[src/ufas_pkg.sv]
// Shared constants, types and helpers for the unpacked float arithmetic core.
// No dependencies.
package ufas_pkg;

  localparam int FB = 32;            // significand bits in use
  localparam int LZW = $clog2(FB);   // leading-zero count width
  localparam int EW = 12;            // result exponent width
  localparam int IEW = 11;           // operand exponent width
  localparam int PFW = 32;           // fraction port width

  typedef enum logic [1:0] {
    OP_ADD = 2'd0,
    OP_SUB = 2'd1,
    OP_MUL = 2'd2,
    OP_DIV = 2'd3
  } op_t;

  // One pipeline slot. For add/sub, kind is the effective magnitude operation.
  typedef struct packed {
    logic                 valid;
    op_t                  kind;
    logic                 neg;
    logic                 zero;
    logic signed [EW-1:0] exp;
    logic [FB-1:0]        acc;   // significand, later quotient bits
    logic [FB-1:0]        rem;   // aligned operand or division remainder
    logic [FB-1:0]        dvs;   // divisor
    logic [LZW-1:0]       lz;    // normalization shift
  } stage_t;

  function automatic logic [LZW-1:0] lzc(input logic [FB-1:0] v);
    logic [LZW-1:0] n;
    logic           found;
    n = '0;
    found = 1'b0;
    for (int i = FB - 1; i >= 0; i--) begin
      if (!found) begin
        if (v[i]) found = 1'b1;
        else n = n + 1'b1;
      end
    end
    return n;
  endfunction

endpackage

[src/ufas_dstep.sv]
// One restoring-division step: one quotient bit per stage; other ops pass through.
// Depends on ufas_pkg.
module ufas_dstep (
  input  logic             clk,
  input  logic             rst,
  input  logic             en,
  input  ufas_pkg::stage_t d_in,
  output ufas_pkg::stage_t d_out
);
  import ufas_pkg::*;

  logic [FB:0] r2;
  logic        q;
  stage_t      d_next;

  always_comb begin
    r2 = {d_in.rem, 1'b0};
    q = (r2 >= {1'b0, d_in.dvs});
    d_next = d_in;
    if (d_in.kind == OP_DIV) begin
      d_next.rem = q ? FB'(r2 - {1'b0, d_in.dvs}) : r2[FB-1:0];
      d_next.acc = {d_in.acc[FB-2:0], q};
    end
  end

  always_ff @(posedge clk) begin
    if (rst) d_out.valid <= 1'b0;
    else if (en) d_out <= d_next;
  end

endmodule

[config.mk]
export PLATFORM = sky130hd
export DESIGN_NAME = ufas_dstep
export DESIGN_NICKNAME = d
export VERILOG_FILES = /design/src/ufas_pkg.sv /design/src/ufas_dstep.sv
export SDC_FILE = /design/constraint.sdc
export NUM_CORES = 1
export LEC_CHECK = 0
export BUFFER_PORTS_ARGS = -buffer_cell sky130_fd_sc_hd__buf_4
export CAP_MARGIN = 20
export CORE_MARGIN = 3
export CORE_UTILIZATION = 50
export DETAILED_ROUTE_END_ITERATION = 8
export PLACE_DENSITY = 0.86
export SYNTH_ARGS = -nofsm -noshare
export SYNTH_HDL_FRONTEND = slang
export SYNTH_SLANG_ARGS = --single-unit
[constraint.sdc]
create_clock -name clk -period 8.3 [get_ports clk]
set_input_delay 0.83 -clock clk [delete_from_list [all_inputs] [get_ports clk]]
set_output_delay 0.83 -clock clk [all_outputs]
set_load 0.05 [all_outputs]
==> flow_summary_export.csv <==
group,metric,value,unit
placement,gp_congestion,0.853,
clocking,htree_levels,4,
clocking,cts_root_buf,"clkbuf_16",
clocking,post_cts_resized,0,
cells_and_area,instances_no_fill,1068,
setup_path,path_cells,"buf_4, inv_1, ha_1, a21o_1, a211oi_1, a21oi_1, o21ai_0, o21ai_0, a311oi_1, xor2_1, o211ai_1",
grt,grt_pass1_vias,5704,
sta,tightest_slew,0.973,ns
synth,ys.flop_type,"edfxtp_1",
detailed_routing,drt_iter0_drc,544,
detailed_routing,dr.max_layer_used,"met4",
job,maxCapViolations,0,
synth,synth_warnings,0,
placement,dp_hpwl,14200,microns
clocking,cts.sinks,118,
setup_path,crit_slowest_cell,"o21ai_0",
sta,skew,0,ns
sta,hold_viol,0,
sta,whs,0.582,ns
clocking,numCtsBuffers,17,
detailed_routing,postRouteAntennaNets,0,
cells_and_area,stdcell_area,9220,sq um
setup_path,reg2reg_from,"d_out[117]",
sta,relSlewSlack,35.2,%
floorplanning,initial_core_util,51.6,%
detailed_routing,wl_per_cell,18.3,microns
cells_and_area,regMostFlops,"d_out",
setup_path,cp.depth,11,
cells_and_area,syn_to_final_growth,39.9,%
floorplanning,die_w,121,microns
synth,synth_seq_cells,118,
placement,placed_cell_area,8540,sq um
grt,grt_usage,26.1,%
cells_and_area,drive_gt1_share,32.1,%
synth,synth_cell_types,61,
pwr,vdd_drop_max,0.000145,V
cells_and_area,reg_top3,"d_out: 118 flops",
detailed_routing,drcViolationCount,0,
clocking,ctsLongestPathBuffers,2,
cells_and_area,final_nets,1037,
synth,synth-edff-count,117,
setup_path,worstSetupStartpointType,"input port",
floorplanning,rows,41,
setup_path,cpLargestDelayFamily,"compound AO/OA/AOI/OAI gates",
sta,fmax,305,MHz
grt,overflow,0,
floorplanning,die_area,14600,sq um
detailed_routing,dr.pass1.iters,5,
clocking,post_cts_buffers,0,
synth,postSynthCellCount,645,
clocking,hold_buffers,0,
setup_path,endpoint,"d_out[61]",
worst_hold_path,hp-class,"reg2reg",
setup_path,crit_type,"in2reg",
synth,netlist_area,6590,sq um
floorplanning,num_io_pins,239,
clocking,clkTransAtPathRegs,0.05,ns
floorplanning,die_h,121,microns
setup_path,cp.required,8.46,ns
grt,antenna_found_initial,0,
setup_path,rrSetupSlack,7.65,ns
pwr,p_leak,4.09,nW
clocking,worstSkewPairLatency,0.41,ns
sta,layout_min_cycle_time,3.28,ns
setup_path,critPathBufInv,2,
cells_and_area,n_antenna_cell,0,
sta,finalMaxSlewViolations,0,
setup_path,crit_path_end_kind,"flip-flop",
cells_and_area,largest_register_ffs,118,
placement,port_buffers,238,
setup_path,r2r_end,"d_out[117]",
detailed_routing,dr_wl_met2,9680,microns
detailed_routing,viasPerCell,5.53,
pwr,powerDensity,223,nW/um^2
synth,syn_avg_cell_area,10.2,sq um
synth,synth.net_count,799,
sta,setup-tns-final,0,ns
setup_path,critPathLaunch,"d_in[10]",
clocking,cts_tree,"built",
sta,grt_setup_unrepaired,"no",
grt,grt_pass1_wl,29200,microns
setup_path,cp_common_cell,"o21ai_0",
detailed_routing,via_count,5907,
placement,placed_cells,1035,
grt,grt_start_max_net_pins,88,
setup_path,cp_max_fo,5,
outcome,outcome,"complete, no violations",
sta,finalCritPeriodShare,39.5,%
setup_path,arrival,3.43,ns
sta,finalSetupViolations,0,
floorplanning,coreArea,12800,sq um
setup_path,r2r_cells,2,
detailed_routing,m1WireLength,7270,microns
detailed_routing,wl_met3,1870,microns
detailed_routing,wl,19500,microns
synth,synthArstFlopShare,0,%
setup_path,cpPeakStageDelay,0.48,ns
synth,synth_seq_area_share,53.6,%
pwr,finalPower,2.05,mW
per-layer routing:
metal	up-vias	track usage (%)
li1	2808	-
met1	2769	29.5
met2	279	44.3
met3	51	9.12
met4	0	12.5
met5	-	0
layout by cell type, fill, tap and decap left out, types with 3 or more instances in the layout:
master	instances
nand3_1	22
or3_1	5
inv_1	39
nor2_1	37
a21o_1	11
edfxtp_1	117
nor2b_1	3
xnor2_1	11
a211oi_1	4
buf_4	241
o21ai_0	21
and4_1	3
ha_1	32
nand2_1	156
o211ai_1	8
a21boi_0	3
o21ai_1	3
bufinv_16	6
a211o_1	3
nor3_1	8
and2_1	3
mux2i_1	3
and3_1	4
xor2_1	8
nand4_1	4
clkbuf_16	17
nand2b_1	10
a21oi_1	33
o21a_1	6
a31oi_1	21
kinds of logic after synthesis:
family | after synthesis | share of synthesized area [%]
compound gates | 138 | 14.8
fa+ha+maj | 33 | 6.38
simple gates | 271 | 18.3
mux | 3 | 0.456
buf+inv | 63 | 3.86
flops | 118 | 53.6
xor+xnor | 19 | 2.53
power by group:
part | leakage (nW) | internal, mW | switching [mW]
Sequential | 1.10 | 0.709 | 0.0126
Clock | 0.319 | 0.562 | 0.267
Combinational | 2.67 | 0.174 | 0.327
Total | 4.09 | 1.44 | 0.607
final cells by class:
cell class | instances | area, sq um
clock inverters | 13 | 228
flip-flops and latches | 118 | 3530
multi-input cells | 464 | 2810
well taps | 172 | 215
clock buffers | 19 | 433
repair buffers | 243 | 1850
fillers | 888 | 3560
inverters | 39 | 146
Yosys cell counts (all sizes together) (9+ instances only):
library cell	number	share of area [%]
o21ai	25	2.0
a31oi	21	2.0
edfxtp	117	53
nand2b	10	0.95
o211ai	9	1.2
clkbuf	18	1.0
a21oi	33	2.5
a21o	11	1.3
nand3	22	1.7
nor2	39	2.3
ha	32	6.1
inv	39	2.2
xnor2	11	1.5
nand2	156	8.9
worst min-delay path, delay by kind of cell (launching register included):
family	cells	cell delay [ns]
and+or+nand+nor	1	0.07
DFF	1	0.32
muxes	1	0.15
how the worst min path moves through the flow:
stage,from,endpoint,depth (start not counted)
after floorplan,d_out[117],d_out[117],2
after global placement,d_out[117],d_out[117],2
after detailed placement,d_out[117],d_out[117],2
after CTS,d_in[2],d_out[2],1
after global routing,d_in[107],d_out[107],1
final,d_out[117],d_out[117],2
through the flow:
step                utilization, %  setup slack [ns]
floorplan                        -              1.66
global placement              66.6              4.22
detailed placement            66.9              4.15
CTS                           72.0              4.59
global route                  72.2              4.72
finish                        72.2              5.02
(Power assumes the default switching activity.)
