<file path="src/ufas_pkg.sv">
// Shared constants, types and helpers for the unpacked float arithmetic core.
// No dependencies.
package ufas_pkg;

  localparam int FB = 32;            // significand bits in use
  localparam int LZW = $clog2(FB);   // leading-zero count width
  localparam int EW = 12;            // result exponent width
  localparam int IEW = 11;           // operand exponent width
  localparam int PFW = 32;           // fraction port width

  typedef enum logic [1:0] {
    OP_ADD = 2'd0,
    OP_SUB = 2'd1,
    OP_MUL = 2'd2,
    OP_DIV = 2'd3
  } op_t;

  // One pipeline slot. For add/sub, kind is the effective magnitude operation.
  typedef struct packed {
    logic                 valid;
    op_t                  kind;
    logic                 neg;
    logic                 zero;
    logic signed [EW-1:0] exp;
    logic [FB-1:0]        acc;   // significand, later quotient bits
    logic [FB-1:0]        rem;   // aligned operand or division remainder
    logic [FB-1:0]        dvs;   // divisor
    logic [LZW-1:0]       lz;    // normalization shift
  } stage_t;

  function automatic logic [LZW-1:0] lzc(input logic [FB-1:0] v);
    logic [LZW-1:0] n;
    logic           found;
    n = '0;
    found = 1'b0;
    for (int i = FB - 1; i >= 0; i--) begin
      if (!found) begin
        if (v[i]) found = 1'b1;
        else n = n + 1'b1;
      end
    end
    return n;
  endfunction

endpackage

</file>
<file path="src/ufas_front.sv">
// Front end: operand decode and ordering, then alignment, multiply and divide setup.
// Depends on ufas_pkg.
module ufas_front (
  input  logic                          clk,
  input  logic                          rst,
  input  logic                          en,
  input  logic                          in_valid,
  input  logic [1:0]                    req_type,
  input  logic                          a_neg,
  input  logic signed [ufas_pkg::IEW-1:0] a_exp,
  input  logic [ufas_pkg::PFW-1:0]      a_frac,
  input  logic                          b_neg,
  input  logic signed [ufas_pkg::IEW-1:0] b_exp,
  input  logic [ufas_pkg::PFW-1:0]      b_frac,
  output ufas_pkg::stage_t              s2
);
  import ufas_pkg::*;

  logic signed [EW-1:0] ae, be;
  logic [FB-1:0]        fa, fb, sa, sb;
  logic                 a_big;
  op_t                  op;

  op_t                  kind_n;
  logic                 neg_n;
  logic signed [EW-1:0] exp_n;
  logic [FB-1:0]        big_n, small_n;
  logic [EW-1:0]        shift_n;

  logic                 s1_valid;
  op_t                  s1_kind;
  logic                 s1_neg;
  logic signed [EW-1:0] s1_exp;
  logic [FB-1:0]        s1_big, s1_small;
  logic [EW-1:0]        s1_shift;

  logic [2*FB-1:0]      prod;
  logic [FB-1:0]        yd;
  stage_t               s2_next;

  always_comb begin
    ae = EW'(a_exp);
    be = EW'(b_exp);
    fa = a_frac[FB-1:0];
    fb = b_frac[FB-1:0];
    sa = {1'b1, fa[FB-1:1]};
    sb = {1'b1, fb[FB-1:1]};
    a_big = (ae > be) || ((ae == be) && (fa > fb));
    op = op_t'(req_type);

    kind_n  = op;
    neg_n   = a_neg;
    exp_n   = a_big ? ae : be;
    big_n   = a_big ? sa : sb;
    small_n = a_big ? sb : sa;
    shift_n = a_big ? EW'(ae - be) : EW'(be - ae);
    unique case (op)
      OP_ADD: kind_n = (a_neg == b_neg) ? OP_ADD : OP_SUB;
      OP_SUB: kind_n = (a_neg == b_neg) ? OP_SUB : OP_ADD;
      OP_MUL, OP_DIV: begin
        neg_n   = a_neg ^ b_neg;
        exp_n   = (op == OP_MUL) ? ae + be + EW'(1) : ae - be;
        big_n   = sa;
        small_n = sb;
        shift_n = '0;
      end
      default: kind_n = op;
    endcase
    // magnitude subtract flips the sign when b is the larger
    if (kind_n == OP_SUB && !a_big) neg_n = !a_neg;
  end

  always_ff @(posedge clk) begin
    if (rst) s1_valid <= 1'b0;
    else if (en) s1_valid <= in_valid;
  end

  always_ff @(posedge clk) begin
    if (en) begin
      s1_kind  <= kind_n;
      s1_neg   <= neg_n;
      s1_exp   <= exp_n;
      s1_big   <= big_n;
      s1_small <= small_n;
      s1_shift <= shift_n;
    end
  end

  always_comb begin
    prod = s1_big * s1_small;
    yd = (s1_big < s1_small) ? (s1_small >> 1) : s1_small;
    s2_next.valid = s1_valid;
    s2_next.kind  = s1_kind;
    s2_next.neg   = s1_neg;
    s2_next.zero  = 1'b0;
    s2_next.exp   = s1_exp;
    s2_next.acc   = s1_big;
    s2_next.rem   = s1_small >> s1_shift;  // shift at or past width gives zero
    s2_next.dvs   = '0;
    s2_next.lz    = '0;
    unique case (s1_kind)
      OP_ADD, OP_SUB: ;
      OP_MUL: begin
        s2_next.acc = prod[2*FB-1:FB];
        s2_next.rem = '0;
      end
      OP_DIV: begin
        if (s1_big < s1_small) s2_next.exp = s1_exp - EW'(1);
        s2_next.acc = '0;
        s2_next.rem = s1_big - yd;
        s2_next.dvs = yd;
      end
      default: ;
    endcase
  end

  always_ff @(posedge clk) begin
    if (rst) s2.valid <= 1'b0;
    else if (en) s2 <= s2_next;
  end

endmodule

</file>
<file path="config.mk">
export PLATFORM = sky130hd
export DESIGN_NAME = ufas_front
export DESIGN_NICKNAME = d
export VERILOG_FILES = /design/src/ufas_pkg.sv /design/src/ufas_front.sv
export SDC_FILE = /design/constraint.sdc
export NUM_CORES = 2
export LEC_CHECK = 0
export BUFFER_PORTS_ARGS = -buffer_cell sky130_fd_sc_hd__buf_2
export CAP_MARGIN = 30
export CELL_PAD_IN_SITES_DETAIL_PLACEMENT = 1
export CELL_PAD_IN_SITES_GLOBAL_PLACEMENT = 1
export CORE_MARGIN = 2
export CORE_UTILIZATION = 39
export DETAILED_ROUTE_END_ITERATION = 8
export PLACE_DENSITY_LB_ADDON = 0.3
export SYNTH_ARGS = -nofsm -noshare
export SYNTH_HDL_FRONTEND = slang
export SYNTH_SLANG_ARGS = --single-unit
</file>
<file path="constraint.sdc">
create_clock -name clk -period 9.9 [get_ports clk]
set_input_delay 0 -clock clk [delete_from_list [all_inputs] [get_ports clk]]
set_output_delay 0 -clock clk [all_outputs]
set_load 0.02 [all_outputs]
</file>
==> flow_metrics.env <==
export IMPL_die_h_um=351
export IMPL_nFillCells=14000
export IMPL_setup_worst_path_start="s1_big[4]"
export IMPL_synth_cell_types=91
export IMPL_ys_seq_elements=202
export IMPL_num_rows=127
export IMPL_layout_nets=6741
export IMPL_synth_commonest_cells="1,038 x inv_1, 899 x fa_1, 565 x nor2_1, 535 x nand2_1, 415 x ha_1"
export IMPL_syn_area_per_cell_sq_um=9.23
export IMPL_min_period_over_period_pct=95.7
export IMPL_wl_met2_um=87000
export IMPL_syn_to_final_growth_pct=11.1
export IMPL_num_io_pins=212
export IMPL_hp_class="in -> reg"
export IMPL_grt_pass1_wl_um=275000
export IMPL_cp_endpoint="s2[100]"
export IMPL_cpLargestDelayFamily="adder cells"
export IMPL_wl_met1_um=74000
export IMPL_crit_cells=25
export IMPL_io_buffers=205
export IMPL_cp_slowest_cell="a221oi_1"
export IMPL_ff2ff_setup_slack_ns=0.42
export IMPL_post_synth_top_count_cell="inv_1"
export IMPL_syn_cell_area_sq_um=47100
export IMPL_drc=0
export IMPL_grt_antenna_before_repair=8
export IMPL_status="completed"
export IMPL_synth_warnings=0
export IMPL_postCtsSetupBuffers=0
export IMPL_first_pass_iters=5
export IMPL_min_period_ns=9.48
export IMPL_cp_buffers_inverters=6
export IMPL_endpoint_kind="flop"
export IMPL_cts_root_buffer="clkbuf_16"
export IMPL_synthCells=5096
export IMPL_routed_via_density=5.53
export IMPL_h_tree_depth=1
export IMPL_wirelength_um=186000
export IMPL_crit_required_ns=10.21
export IMPL_grt_overflow=0
export IMPL_grt_max_degree=67
export IMPL_layout_drive_gt1_share_pct=10.0
export IMPL_chipWidth_um=351
export IMPL_drt_iter0_drc=2579
export IMPL_wl_met3_um=12900
export IMPL_worstMarginPinSlew_ns=1.18
export IMPL_maxCapViolCount=0
export IMPL_clkTransAtPathRegs_ns=0.06
export IMPL_tritoncts="yes"
export IMPL_clock_path_buffers=3
export IMPL_ant_nets=0
export IMPL_multiInputGateArea_sq_um=35900
export IMPL_async_reset_ff_share_pct=0
export IMPL_reg2reg_from="s1_big[4]"
export IMPL_crit_path_max_fanout=14
export IMPL_register_area_sq_um=6050
export IMPL_r2r_cells=25
export IMPL_yosys_area_top_type_share_pct=38.3
export IMPL_maxSlewHeadroom_pct=21.5
export IMPL_clock_latency_ns=0.61
export IMPL_numCtsBuffers=25
export IMPL_critPathKind="reg -> reg"
export IMPL_reg2reg_to="s2[100]"
export IMPL_fin_hold_ws_ns=0.0305
export IMPL_synth_seq_area_share_pct=12.8
export IMPL_synth_ff_type="edfxtp_1"
export IMPL_cts_resized=0
export IMPL_gp_congestion=0.967
export IMPL_synth_edff_count=200
export IMPL_critical_path_arrival_ns=9.78
export IMPL_grt_pass1_vias=42500
export IMPL_core_sq_um=120000
export IMPL_fmax_ghz=0.106
export IMPL_yosysTopAreaCell="fa_1"
export IMPL_dr_total_vias=38500
export IMPL_setup_tns_final_ns=0
export IMPL_start_util_pct=39.3
export IMPL_rsz0062_at_grt="no"
export IMPL_routedWlPerCell_um=26.7
export IMPL_post_route_util_pct=43.6
export IMPL_clock_sinks=202
export IMPL_hold_buffers=104
export IMPL_slew_violations=0
export IMPL_top_layer="met5"
export IMPL_fin_skew_ns=0.0279
export IMPL_dpl_hpwl_um=147000
export IMPL_cp_start_kind="flop"
export IMPL_dieArea_sq_um=123000
export IMPL_hold_viol=0
export IMPL_crit_top_cell="fa_1"
export IMPL_slowest_delay_ns=0.96
export IMPL_setup_viol=0
export IMPL_yosys_top_cells_area="fa_1 38%, edfxtp_1 13%, ha_1 11%, inv_1 8.3%, nor2_1 4.5%"
export IMPL_track_usage_pct=30.3
metrics by stage:
step                      setup WS (ns)  instance area, sq um  instances
final                             0.423                 52300       6965
after global placement            0.716                 50200       6804
after floorplan                    2.30                 47100       5101
after CTS                         0.574                 52200       6961
after detailed placement          0.569                 50400       6813
after global routing              0.182                 52300       6963
cells in the final DEF, fill, tap and decap left out, types with 59 or more instances in the layout:
cell type      synthesis  layout
a21o_1                59      59
nand2_1              535     534
ha_1                 415     415
mux2i_1               79      79
buf_2                 12     205
buf_4                  6     166
edfxtp_1             200     200
mux2_4                60      60
dlygate4sd3_1          0     104
inv_1               1038    1038
and2_1               111     111
nor2_1               565     565
fa_1                 899     899
a21oi_1              150     150
o21ai_0              113     113
state kept, by name, summed over array words and instances, names as in the netlist:
register  cells
s1_big       31
s1_exp       12
s1_kind       2
s1_neg        1
s1_shift     12
s1_small     31
s1_valid      1
s2          112
worst reg2reg max path, stage by stage (launching register included):
cell,delay (ns)
edfxtp_1,0.38
clkinv_1,0.72
buf_4,0.46
nor2_1,0.44
fa_1,0.52
inv_1,0.09
fa_1,0.40
inv_1,0.08
fa_1,0.52
fa_1,0.44
fa_1,0.49
fa_1,0.40
fa_1,0.51
inv_1,0.05
fa_1,0.48
inv_1,0.04
ha_1,0.40
a21oi_1,0.25
o21ai_0,0.13
a41oi_1,0.23
o211ai_1,0.13
a221oi_1,0.96
o31ai_2,0.27
a41oi_1,0.45
mux2i_1,0.24
nand4_1,0.10
worst min path at each step:
stage / slack [ns] / depth (start not counted) / startpoint / endpoint
global placement: 0.24 / 2 / rst / s1_valid
finish: 0.03 / 5 / b_exp[0] / s1_exp[0]
global route: 0.08 / 4 / b_exp[1] / s1_exp[1]
detailed placement: 0.25 / 2 / rst / s1_valid
floorplan: 0.07 / 1 / rst / s1_valid
CTS: 0.003 / 3 / a_exp[6] / s1_exp[6]
logic make-up (layout without fill, tap and decap cells):
| family | after synthesis | after routing | synth area share (%) |
|---|---|---|---|
| flops | 202 | 202 | 12.8 |
| mux | 161 | 161 | 4.34 |
| fa+ha+maj | 1314 | 1314 | 49.3 |
| other cells | 1 | 9 | 0.00797 |
| simple gates | 1449 | 1449 | 13.4 |
| xor+xnor | 82 | 82 | 1.53 |
| compound gates | 552 | 552 | 7.62 |
| buf+inv | 1335 | 1584 | 11.0 |
final cells by class:
cell class                      count  share of cell area, %
Clock inverter                     17                  0.342
Sequential cell                   202                   11.6
Tap cell                         1612                   3.86
Antenna cell                        3                 0.0144
Inverter                         1056                   7.58
Multi-Input combinational cell   3564                   68.6
Clock buffer                       27                   1.21
Timing Repair Buffer              484                   6.78
per-layer routing:
layer | track usage [%] | up-vias
met5 | 0 | -
met4 | 16.4 | 2
met3 | 4.52 | 462
met2 | 49.8 | 1562
met1 | 38.5 | 20200
li1 | - | 16300
Power is left out: the tool's default activity adds up to more than one toggle a clock period on the data nets, which glitch-free logic cannot reach.
