[src/ufas_pkg.sv]
// Shared constants, types and helpers for the unpacked float arithmetic core.
// No dependencies.
package ufas_pkg;

  localparam int FB = 32;            // significand bits in use
  localparam int LZW = $clog2(FB);   // leading-zero count width
  localparam int EW = 12;            // result exponent width
  localparam int IEW = 11;           // operand exponent width
  localparam int PFW = 32;           // fraction port width

  typedef enum logic [1:0] {
    OP_ADD = 2'd0,
    OP_SUB = 2'd1,
    OP_MUL = 2'd2,
    OP_DIV = 2'd3
  } op_t;

  // One pipeline slot. For add/sub, kind is the effective magnitude operation.
  typedef struct packed {
    logic                 valid;
    op_t                  kind;
    logic                 neg;
    logic                 zero;
    logic signed [EW-1:0] exp;
    logic [FB-1:0]        acc;   // significand, later quotient bits
    logic [FB-1:0]        rem;   // aligned operand or division remainder
    logic [FB-1:0]        dvs;   // divisor
    logic [LZW-1:0]       lz;    // normalization shift
  } stage_t;

  function automatic logic [LZW-1:0] lzc(input logic [FB-1:0] v);
    logic [LZW-1:0] n;
    logic           found;
    n = '0;
    found = 1'b0;
    for (int i = FB - 1; i >= 0; i--) begin
      if (!found) begin
        if (v[i]) found = 1'b1;
        else n = n + 1'b1;
      end
    end
    return n;
  endfunction

endpackage

[src/ufas_arith.sv]
// Magnitude add/subtract, quotient integer-part fixup, then leading-zero count.
// Depends on ufas_pkg.
module ufas_arith (
  input  logic             clk,
  input  logic             rst,
  input  logic             en,
  input  ufas_pkg::stage_t s2,
  output ufas_pkg::stage_t s4
);
  import ufas_pkg::*;

  logic [FB:0]    sum;
  logic [LZW-1:0] lzv;
  stage_t         s3, s3_next, s4_next;

  always_comb begin
    sum = {1'b0, s2.acc} + {1'b0, s2.rem};
    s3_next = s2;
    unique case (s2.kind)
      OP_ADD: begin
        if (sum[FB]) begin
          s3_next.exp = s2.exp + EW'(1);
          s3_next.acc = sum[FB:1];
        end else begin
          s3_next.acc = sum[FB-1:0];
        end
      end
      OP_SUB: begin
        s3_next.acc  = s2.acc - s2.rem;
        s3_next.zero = (s2.acc == s2.rem);
      end
      OP_MUL: ;
      OP_DIV: begin
        // remainder may still hold one divisor when dividend is exactly twice it
        if (s2.rem >= s2.dvs) s3_next.rem = s2.rem - s2.dvs;
      end
      default: ;
    endcase
  end

  always_ff @(posedge clk) begin
    if (rst) s3.valid <= 1'b0;
    else if (en) s3 <= s3_next;
  end

  always_comb begin
    lzv = lzc(s3.acc);
    s4_next = s3;
    if (s3.kind != OP_DIV) begin
      s4_next.lz  = lzv;
      s4_next.exp = s3.exp - EW'(lzv);
    end
  end

  always_ff @(posedge clk) begin
    if (rst) s4.valid <= 1'b0;
    else if (en) s4 <= s4_next;
  end

endmodule

[config.mk]
export PLATFORM = sky130hd
export DESIGN_NAME = ufas_arith
export DESIGN_NICKNAME = d
export VERILOG_FILES = /design/src/ufas_pkg.sv /design/src/ufas_arith.sv
export SDC_FILE = /design/constraint.sdc
export NUM_CORES = 1
export LEC_CHECK = 0
export BUFFER_PORTS_ARGS = -buffer_cell sky130_fd_sc_hd__buf_2
export CAP_MARGIN = 30
export CORE_UTILIZATION = 39
export DETAILED_ROUTE_END_ITERATION = 8
export SETUP_SLACK_MARGIN = 0.4
export SYNTH_ARGS = -nofsm -noshare
export SYNTH_HDL_FRONTEND = slang
export SYNTH_SLANG_ARGS = --single-unit
[constraint.sdc]
create_clock -name clk -period 30 [get_ports clk]
set_input_delay 1.5 -clock clk [delete_from_list [all_inputs] [get_ports clk]]
set_output_delay 1.5 -clock clk [all_outputs]
set_load 0.005 [all_outputs]
==> results of run 1 <==
power by group:
part | switching [mW] | total, mW | internal (mW)
combinational | 0.128 | 0.218 | 0.0899
clock | 0.140 | 0.342 | 0.202
sequential | 0.0150 | 0.403 | 0.388
total | 0.283 | 0.963 | 0.680
state kept, by name, indices dropped and copies added, names as in the netlist:
name	count
s4	118
s3	118
cell families (layout without fill, tap and decap cells):
family	after synthesis	count (layout)
mux	76	76
xor+xnor	146	146
simple gates	560	560
compound gates	446	446
buf+inv	202	439
fa+ha+maj	137	137
flops	236	236
other cells	0	2
worst reg2reg max path: cells and delay by family (launching register included):
kind                       cells  cell delay (ps)
DFF                            1              500
AOI/OAI and AO/OA             27             5510
xor gates and xnor gates       5              730
muxes                          6              960
adders and majority gates     16             4590
and+or+nand+nor               22             3110
buffers and inverters          5              380
layer usage:
metal	up-vias	wire, microns
li1	7035	-
met1	6793	22000
met2	446	23000
met3	71	2620
met4	2	1220
met5	-	10
per-stage QoR:
stage          hold WS [ps]  util (%)
2_1_floorplan           400         -
3_3_place_gp            401      43.5
3_5_place_dp            405      43.5
4_1_cts                 406      45.6
5_1_grt                 402      45.7
6_report                407      45.7
worst min-delay path by stage:
stage / from / to / slack (ps) / cells past startpoint
2_1_floorplan: s3[10]$_DFFE_PP_ / s4[10]$_DFFE_PP_ / 400 / 0
3_3_place_gp: s3[14]$_DFFE_PP_ / s4[14]$_DFFE_PP_ / 400 / 0
3_5_place_dp: s3[11]$_DFFE_PP_ / s4[11]$_DFFE_PP_ / 400 / 0
4_1_cts: s3[15]$_DFFE_PP_ / s4[15]$_DFFE_PP_ / 410 / 0
5_1_grt: s3[15]$_DFFE_PP_ / s4[15]$_DFFE_PP_ / 400 / 0
6_report: s3[15]$_DFFE_PP_ / s4[15]$_DFFE_PP_ / 410 / 0
layout make-up:
cell class / instances / share of cell area [%]
clock inverter: 18 / 0.892
antenna: 2 / 0.0248
tap: 592 / 3.67
multi-input combinational: 1365 / 47.7
inverter: 140 / 2.60
sequential: 236 / 35.0
timing repair buffer: 248 / 6.47
clock buffer: 33 / 3.67
cell usage in the layout (no fill, tap or decap), drive strengths merged, types with 17 or more instances in the layout:
master and instances:
a21boi 17, a21o 32, a21oi 126, buf 248, clkbuf 33, edfxtp 234
ha 129, inv 141, mux2i 60, nand2 142, nand2b 30, nand3 40
nand4 23, nor2 154, nor2b 28, nor3 40, nor4 18, o21a 17
o21ai 89, o21bai 17, xnor2 104, xor2 38
==> impl_results.md, run 1 <==
- DRC Markers: 0
- Post-place instance area: 19200 sq um
- Slew margin rel.: 31.6%
- Worst skew pair latency: 570 ps
- Crit path to: s4[110]$_DFFE_PP_
- Share of the synthesized area in the top cell type: 40.2%
- R2r endpoint: s4[110]$_DFFE_PP_
- Number of port buffers: 238
- M1 GR Usage: 28.3%
- # rows: 77
- Asr flop ratio synth: 0%
- Worst slack, placed: 14150 ps
- Clock buffer depth: 3
- Maxcap violations: 0
- Post-cts sizing count: 0
- Layout cells sized above 1: 17.2%
- Xor and xnor area share after synthesis: 7.63%
- Layer with the highest usage: met2
- Yosys reg bits: 236
- Final Hold Vio Count: 0
- Total clock sinks: 236
- Crit path max fanout: 11
- Post-synth top area cell: edfxtp_1
- Multi-input gate area: 9630 sq um
- WL final: 48800 microns
- Syn_area_per_cell: 9.69 sq um
- EDFF count, synth: 234
- Peak Freq: 62.3 MHz
- FF-to-FF setup slack: 13960 ps
- Area Growth Syn to Fin: 15.5%
- First-pass GRT wire length: 75000 microns
- Tightest Pin Transition: 1020 ps
- Adder-cell share of the synthesized area: 9.92%
- Sequential share of the synthesized area: 40.4%
- Largest family of logic cells by synthesized area: compound AO/OA/AOI/OAI gates
- Dpl cells: 2580
- Nets: 2273
- Synth Warn #: 0
- DRT antenna net count: 0
- Post-DP HPWL: 38400 microns
- IO Count: 239
- Top area cells in the synthesized netlist: edfxtp_1, ha_1, xnor2_1, a21oi_1, mux2i_1
- Total GRT Usage: 21.0%
- Initial core utilization: 39.5%
- Post-Synthesis Cell Area: 17500 sq um
- Die ar.: 45700 sq um
- DIE HEIGHT: 214 microns
- CTS buffer count: 28
- FILL cells: 4162
- Initial antenna violation count: 2
- Largest net degree at the start of global routing: 77
- CP required: 30310 ps
- Mux cell area share after synthesis: 4.47%
- FF-to-FF Start: s3[99]$_DFFE_PP_
- Wirelength per Cell: 18.5 microns
- Reg area: 7070 sq um
- Tcrit/Tclk final: 53.5%
- Top Family by Delay on Critical Path: compound AO/OA/AOI/OAI gates
- Final Setup Violations: 0
- Cell area power density: 47.7 nW/um^2
- Hold Crit Class: flop to flop
- Vias in the first global route: 13700
- Total number of vias: 14300
- Initial DRC count: 965
- H-tree depth: 1
- Vias/cell: 5.45
- Crit path from: s3[99]$_DFFE_PP_
- Gpl congestion: 0.899
- Clock skew after layout: 15.1 ps
- Static Leak: 8.17 nW
- VDD IR max: 42.8 uV
- Top FF cell, synth: edfxtp_1
- Fin. max-slew vios: 0
- Worst EP arrival: 16350 ps
- Buf+Inv Stages, Crit Path: 5
- First-pass detailed-route iteration total: 5
- GR Overflow Total: 0
- Cts hold-fix bufs: 0
- Critical Path Most Common Cell: ha_1
- CTS tree: built
- Worst-path clk slew: 70 ps
- Critical path launch point type: flop
- Post-route setup slack: 13960 ps
- Min Tclk post-route: 16040 ps
- Compound-Gate Fraction of Synth Area: 17.0%
- Synth Instances: 1803
- Post-CTS setup repair buffer count: 0
- Post-route insts no fill: 2634
- Reg2Reg Depth: 81
- Kind of critical path: flop to flop
- CTS Root Buffer Type: clkbuf_16
- Total power: 0.963 mW
- Final instance area: 20200 sq um
- Slowest cell on crit path: nor4_4
- Yosys cell types: 90
- WP depth: 81
- Slowest stage delay, CP: 630 ps
- Synth Net Count: 2057
- Met2 GRT Util: 35.2%
- Setup tns final: 0 ps
- Grt met3 use: 2.93%
- Unrepaired setup endpoints after global routing: no
- Simple-gate share of the synthesized area: 16.0%
- Die X-Extent: 214 microns
- Core Area: 44200 sq um
- Outcome: finished clean
- Most common cell in the synthesized netlist: edfxtp_1
- Synth top cells by count: edfxtp_1, nor2_1, nand2_1
- Crit path capture type: flop
No activity file was read; power rests on OpenSTA's default activity.
==> run 2, diff against run 1 <==
==> constraint.sdc (replaced) <==
create_clock -name clk -period 13.9 [get_ports clk]
set_input_delay 0.695 -clock clk [delete_from_list [all_inputs] [get_ports clk]]
set_output_delay 0.695 -clock clk [all_outputs]
set_load 0.005 [all_outputs]
==> impl_results.md, run 2 (synthesized netlist as in run 1, its figures left out) <==
- Outcome: finished, violations left
- Failing checks: setup timing
- First-pass detailed-route iteration total: 5 (unchanged)
- Most common cell after layout, fill and taps aside: buf_2
- Largest net degree at the start of global routing: 70 (-9.1%)
- WHS Endpoint: s3[1]$_DFFE_PP_
- Setup tns final: -1100 ps (-1100 ps)
- Met2 WL: 24100 microns (+5.2%)
- H-tree depth: 1 (unchanged)
- Post-route setup slack: -268 ps (-14220 ps)
- Final Hold Vio Count: 0 (unchanged)
- R2r endpoint: s4[108]$_DFFE_PP_
- Initial DRC count: 1101 (+14%)
- DRC Markers: 0 (unchanged)
- Net switching power: 0.659 mW (+130%)
- Hold Crit Class: input pin to flop
- Total GRT Usage: 22.2% (+1.2 points)
- CP required: 14230 ps (-16080 ps)
- Total clock sinks: 236 (unchanged)
- Unrepaired setup endpoints after global routing: yes
- Most frequent cells in the layout: buf_2, edfxtp_1, nor2_1
- Initial core utilization: 39.5% (unchanged)
- Sw frac: 30.1% (+0.71 points)
- Total power: 2.19 mW (+130%)
- Critical path launch point type: flop
- Number of port buffers: 238 (unchanged)
- Worst slack, placed: -521 ps (-14670 ps)
- Slew margin rel.: 35.5% (+3.9 points)
- Final Setup Violations: 6 (+6)
- Crit path max fanout: 6 (-5)
- Area Growth Syn to Fin: 22.5%
- Wirelength per Cell: 18.5 microns (about the same)
- Tcrit/Tclk final: 102% (+48 points)
- Reg2Reg Depth: 83 (+2.5%)
- Top Registers: s3: 118 flops, s4: 118 flops
- Layout cells sized above 1: 24.2% (+7.0 points)
- Vias in the first global route: 14500 (+6.2%)
- DIE HEIGHT: 214 microns (unchanged)
- DRT antenna net count: 0 (unchanged)
- Kind of critical path: flop to flop
- # rows: 77 (unchanged)
- First-pass GRT wire length: 79600 microns (+6.0%)
- Seq pwr share: 39.7% (-2.1 points)
- GR Overflow Total: 0 (unchanged)
- Die ar.: 45700 sq um (unchanged)
- Clk pwr share: 34.5% (-1.0 points)
- WL met3: 2920 microns (+11%)
- Tightest Pin Transition: 964 ps (-53.5 ps)
- Total number of vias: 14900 (+3.8%)
- Initial antenna violation count: 3 (+1)
- Slowest cell on crit path: edfxtp_1
- Clock skew after layout: 14.5 ps (-0.625 ps)
- Cts hold-fix bufs: 0 (unchanged)
- IO Count: 239 (unchanged)
- Crit path capture type: flop
- Maxcap violations: 0 (unchanged)
- Die X-Extent: 214 microns (unchanged)
- CTS tree: built
- Fin. max-slew vios: 0 (unchanged)
- Clock buffer depth: 3 (unchanged)
- Worst Hold Depth: 1 (+1)
- Worst EP arrival: 14500 ps (-1850 ps)
- Cell area power density: 102 nW/um^2 (+110%)
- CTS buffer count: 29 (+3.6%)
- FF-to-FF Start: s3[100]$_DFFE_PP_
- Combinational fraction of design power: 25.8% (+3.1 points)
- Worst skew pair latency: 590 ps (+20 ps)
- Internal cell power: 1.53 mW (+130%)
- Slowest stage delay, CP: 500 ps (-130 ps)
- Critical Path Most Common Cell: buf_4
- Vias/cell: 5.43 (-0.35%)
- FF-to-FF setup slack: -270 ps (-14220 ps)
- Peak Freq: 70.6 MHz (+13%)
- Gpl congestion: 0.897 (-0.26%)
- M1 WL: 22400 microns (+2.0%)
- Nets: 2381 (+4.8%)
- HP Start: s2[1]
- Static Leak: 8.75 nW (+7.1%)
- CTS Root Buffer Type: clkbuf_16
- Min Tclk post-route: 14170 ps (-1880 ps)
- Worst-path clk slew: 60 ps (about the same)
- WL final: 50800 microns (+4.1%)
- Highest Signal Layer: met5
- Post-DP HPWL: 38500 microns (+0.31%)
- Core Area: 44200 sq um (unchanged)
- VDD IR max: 93.5 uV (+120%)
==> run 2: power by group through the flow <==
stage / logic [mW] / clock network, mW / registers [mW]
after floorplan: 0.336 / 0 / 0.881
after global placement: 0.478 / 0 / 0.881
after detailed placement: 0.485 / 0 / 0.882
after CTS: 0.537 / 0.779 / 0.869
after global routing: 0.622 / 0.801 / 0.874
final: 0.564 / 0.757 / 0.870
==> run 2: metal layers <==
layer  vias to the layer above  track usage [%]
li1                       7266                -
met1                      7083             30.0
met2                       458             37.3
met3                        80             3.09
met4                         2             5.59
met5                         -                0
==> run 2: worst max-delay path: cells and delay by family, from the launching register on <==
family,cells,cell delay [ps]
buffers and inverters,44,5400
muxes,2,450
adders and majority gates,6,1530
DFF,1,500
and+or+nand+nor,13,2310
xor gates and xnor gates,4,670
AOI/OAI and AO/OA,14,3000
==> run 2: through the flow <==
stage,instance area [sq um],util (%),hold WS (ps),std cells
2_1_floorplan,17500,-,400,1803
3_3_place_gp,19500,44.1,402,2611
3_5_place_dp,19500,44.1,405,2611
4_1_cts,21200,47.8,244,2732
5_1_grt,21400,48.4,259,2742
6_report,21400,48.4,279,2743
==> run 2: what timing repair did <==
| item | CTS | global route |
|---|---|---|
| endpoints found under the setup margin | 12 | 15 |
| gates cloned | 0 | 0 |
| endpoints found under the hold margin | 0 | 0 |
| setup buffers | 67 | 10 |
| pin swaps | 53 | 37 |
| resized for setup | 51 | 37 |
==> run 2: worst max-delay path by stage <==
stage | slack, ps | cells past startpoint | from | end
after floorplan | 420 | 82 | s3[97]$_DFFE_PP_ | s4[111]$_DFFE_PP_
after global placement | 40 | 81 | s3[100]$_DFFE_PP_ | s4[111]$_DFFE_PP_
after detailed placement | -520 | 82 | s3[97]$_DFFE_PP_ | s4[111]$_DFFE_PP_
after CTS | 90 | 84 | s3[99]$_DFFE_PP_ | s4[111]$_DFFE_PP_
after global routing | -970 | 82 | s3[100]$_DFFE_PP_ | s4[108]$_DFFE_PP_
final | -270 | 83 | s3[100]$_DFFE_PP_ | s4[108]$_DFFE_PP_
==> run 2: layout make-up <==
cell class / instances / area, sq um
diodes: 1 / 2.50
repair buffers: 355 / 2100
clock inverters: 24 / 231
clock buffers: 30 / 729
flip-flops and latches: 236 / 7070
multi-input cells: 1365 / 10000
well taps: 592 / 741
fillers: 4071 / 22800
inverters: 140 / 526
==> run 3, diff against run 2 <==
==> constraint.sdc (replaced) <==
create_clock -name clk -period 18.3 [get_ports clk]
set_input_delay 0.915 -clock clk [delete_from_list [all_inputs] [get_ports clk]]
set_output_delay 0.915 -clock clk [all_outputs]
set_load 0.005 [all_outputs]
==> impl_results.md, run 3 (synthesized netlist as in run 1, its figures left out) <==
- Post-cts sizing count: 0 (-100%)
- Cell area power density: 78.7 nW/um^2 (-23%)
- Ant diodes: 0 (-1)
- CTS tree: built
- H-tree depth: 1 (unchanged)
- Sw frac: 29.8% (-0.33 points)
- Core Area: 44200 sq um (unchanged)
- Slowest cell on crit path: nor4_4
- Crit path to: s4[110]$_DFFE_PP_
- Clk pwr share: 35.9% (+1.4 points)
- Internal cell power: 1.12 mW (-27%)
- Crit path max fanout: 11 (+5)
- Outcome: finished clean
- Worst skew pair latency: 580 ps (about the same)
- R2r endpoint: s4[110]$_DFFE_PP_
- Most common cell after layout, fill and taps aside: buf_2
- Largest net degree at the start of global routing: 77 (+10%)
- Layout cells sized above 1: 17.3% (-6.9 points)
- Tcrit/Tclk final: 88.3% (-14 points)
- Nets: 2275 (-4.5%)
- Clock buffer depth: 3 (unchanged)
- Crit path capture type: flop
- Combinational fraction of design power: 22.6% (-3.2 points)
- Initial core utilization: 39.5% (unchanged)
- Worst-path clk slew: 60 ps (about the same)
- Total GRT Usage: 21.5% (-0.66 points)
- Kind of critical path: flop to flop
- Die X-Extent: 214 microns (unchanged)
- Net switching power: 0.473 mW (-28%)
- Wirelength per Cell: 18.7 microns (+0.94%)
- Number of port buffers: 238 (unchanged)
- Total clock sinks: 236 (unchanged)
- Multi-input gate area: 9630 sq um (-3.9%)
- Hold_ws: 407 ps (+128 ps)
- IO Count: 239 (unchanged)
- Final Setup Violations: 0 (-6)
- Top Registers: s3: 118 flops, s4: 118 flops
- Slowest stage delay, CP: 640 ps (+140 ps)
- Vias/cell: 5.44 (+0.30%)
- DIE HEIGHT: 214 microns (unchanged)
- Peak Freq: 61.9 MHz (-12%)
- Cts hold-fix bufs: 0 (unchanged)
- Setup tns final: 0 ps (+1100 ps)
- Critical path launch point type: flop
- Gpl congestion: 0.896 (about the same)
- CTS buffer count: 29 (unchanged)
- # rows: 77 (unchanged)
- Die ar.: 45700 sq um (unchanged)
- Static Leak: 8.18 nW (-6.5%)
- Post-CTS setup repair buffer count: 0 (-100%)
- Vias in the first global route: 13900 (-4.5%)
- First-pass detailed-route iteration total: 7 (+2)
- Area Growth Syn to Fin: 15.6%
- Clock skew after layout: 19.2 ps (+4.70 ps)
- CTS Root Buffer Type: clkbuf_16
- First-pass GRT wire length: 76700 microns (-3.6%)
- Worst EP arrival: 16470 ps (+1970 ps)
- Fin. max-slew vios: 0 (unchanged)
- VDD IR max: 70.5 uV (-25%)
- Unrepaired setup endpoints after global routing: no
- Reg2Reg Depth: 81 (-2.4%)
- Crit path from: s3[99]$_DFFE_PP_
- Reg area: 7070 sq um (unchanged)
- Worst Hold Depth: 0 (-1)
- Min Tclk post-route: 16150 ps (+1990 ps)
- Hold Crit Class: flop to flop
- DRT antenna net count: 0 (unchanged)
- Final Hold Vio Count: 0 (unchanged)
- Seq pwr share: 41.5% (+1.8 points)
- Critical Path Most Common Cell: ha_1
- CP required: 18620 ps (+4390 ps)
- GR Overflow Total: 0 (unchanged)
- Most frequent cells in the layout: buf_2, edfxtp_1, nor2_1
- Slew margin rel.: 35.7% (+0.21 points)
- Post-DP HPWL: 38900 microns (+1.0%)
- Maxcap violations: 0 (unchanged)
- FF-to-FF setup slack: 2150 ps (+2410 ps)
- FF-to-FF Start: s3[99]$_DFFE_PP_
- WL final: 49300 microns (-3.0%)
- Total number of vias: 14300 (-3.7%)
- Initial DRC count: 1053 (-4.4%)
- Initial antenna violation count: 1 (-2)
- DRC Markers: 0 (unchanged)
- FILL cells: 4248 (+4.3%)
- Tightest Pin Transition: 940 ps (-23.9 ps)
run 3: cell count changes in the layout (fill, tap and decap cells not counted), moves of 7 or more:
cell | previous run | this run
buf_4 | 109 | 9
buf_6 | 8 | 0
ha_1 | 119 | 129
ha_4 | 8 | 0
o21ai_0 | 75 | 88
o21ai_2 | 7 | 0
run 3: worst min path at each step:
stage | start | to | slack [ps]
6_report | s3[44]$_DFFE_PP_ | s4[44]$_DFFE_PP_ | 410
2_1_floorplan | s3[10]$_DFFE_PP_ | s4[10]$_DFFE_PP_ | 400
4_1_cts | s3[44]$_DFFE_PP_ | s4[44]$_DFFE_PP_ | 410
5_1_grt | s3[38]$_DFFE_PP_ | s4[38]$_DFFE_PP_ | 420
3_3_place_gp | s3[14]$_DFFE_PP_ | s4[14]$_DFFE_PP_ | 400
3_5_place_dp | s3[37]$_DFFE_PP_ | s4[37]$_DFFE_PP_ | 400
run 3: layer usage:
layer,global-route usage [%],wire (microns),up-vias,share of wire (%)
li1,-,-,7049,-
met1,29.2,22500,6845,46
met2,36.0,23300,396,47
met3,2.90,2540,55,5.2
met4,5.71,977,0,2.0
met5,0,0,-,0
run 3: critical path: cells and delay by family, from the launching register on:
family          cells  cell delay, ps
simple gates       22            3170
compound gates     27            5550
xor+xnor            5             720
mux                 6             970
buf+inv             5             390
flops               1             520
fa+ha+maj          16            4550
run 3: cell type report:
class	instances	area share [%]
sequential	236	35.0
tap	592	3.66
inverter	140	2.60
multi-input combinational	1365	47.6
clock buffer	35	3.70
clock inverter	18	0.922
timing repair buffer	249	6.50
run 3: per-stage QoR:
step | cell area, sq um | instances | power, mW | setup WS, ps | utilization [%]
after floorplan | 17500 | 1803 | 0.923 | 4380 | -
after global placement | 19200 | 2580 | 1.02 | 3090 | 43.5
after CTS | 20200 | 2635 | 1.61 | 2260 | 45.7
after detailed placement | 19300 | 2582 | 1.03 | 2310 | 43.6
final | 20200 | 2635 | 1.59 | 2150 | 45.7
after global routing | 20200 | 2635 | 1.67 | 862 | 45.7
run 3: power groups by stage:
| stage | clock, mW | sequential [mW] | combinational (mW) |
|---|---|---|---|
| after CTS | 0.586 | 0.661 | 0.358 |
| after floorplan | 0 | 0.669 | 0.254 |
| final | 0.571 | 0.661 | 0.359 |
| after detailed placement | 0 | 0.672 | 0.356 |
| after global routing | 0.604 | 0.664 | 0.399 |
| after global placement | 0 | 0.671 | 0.348 |
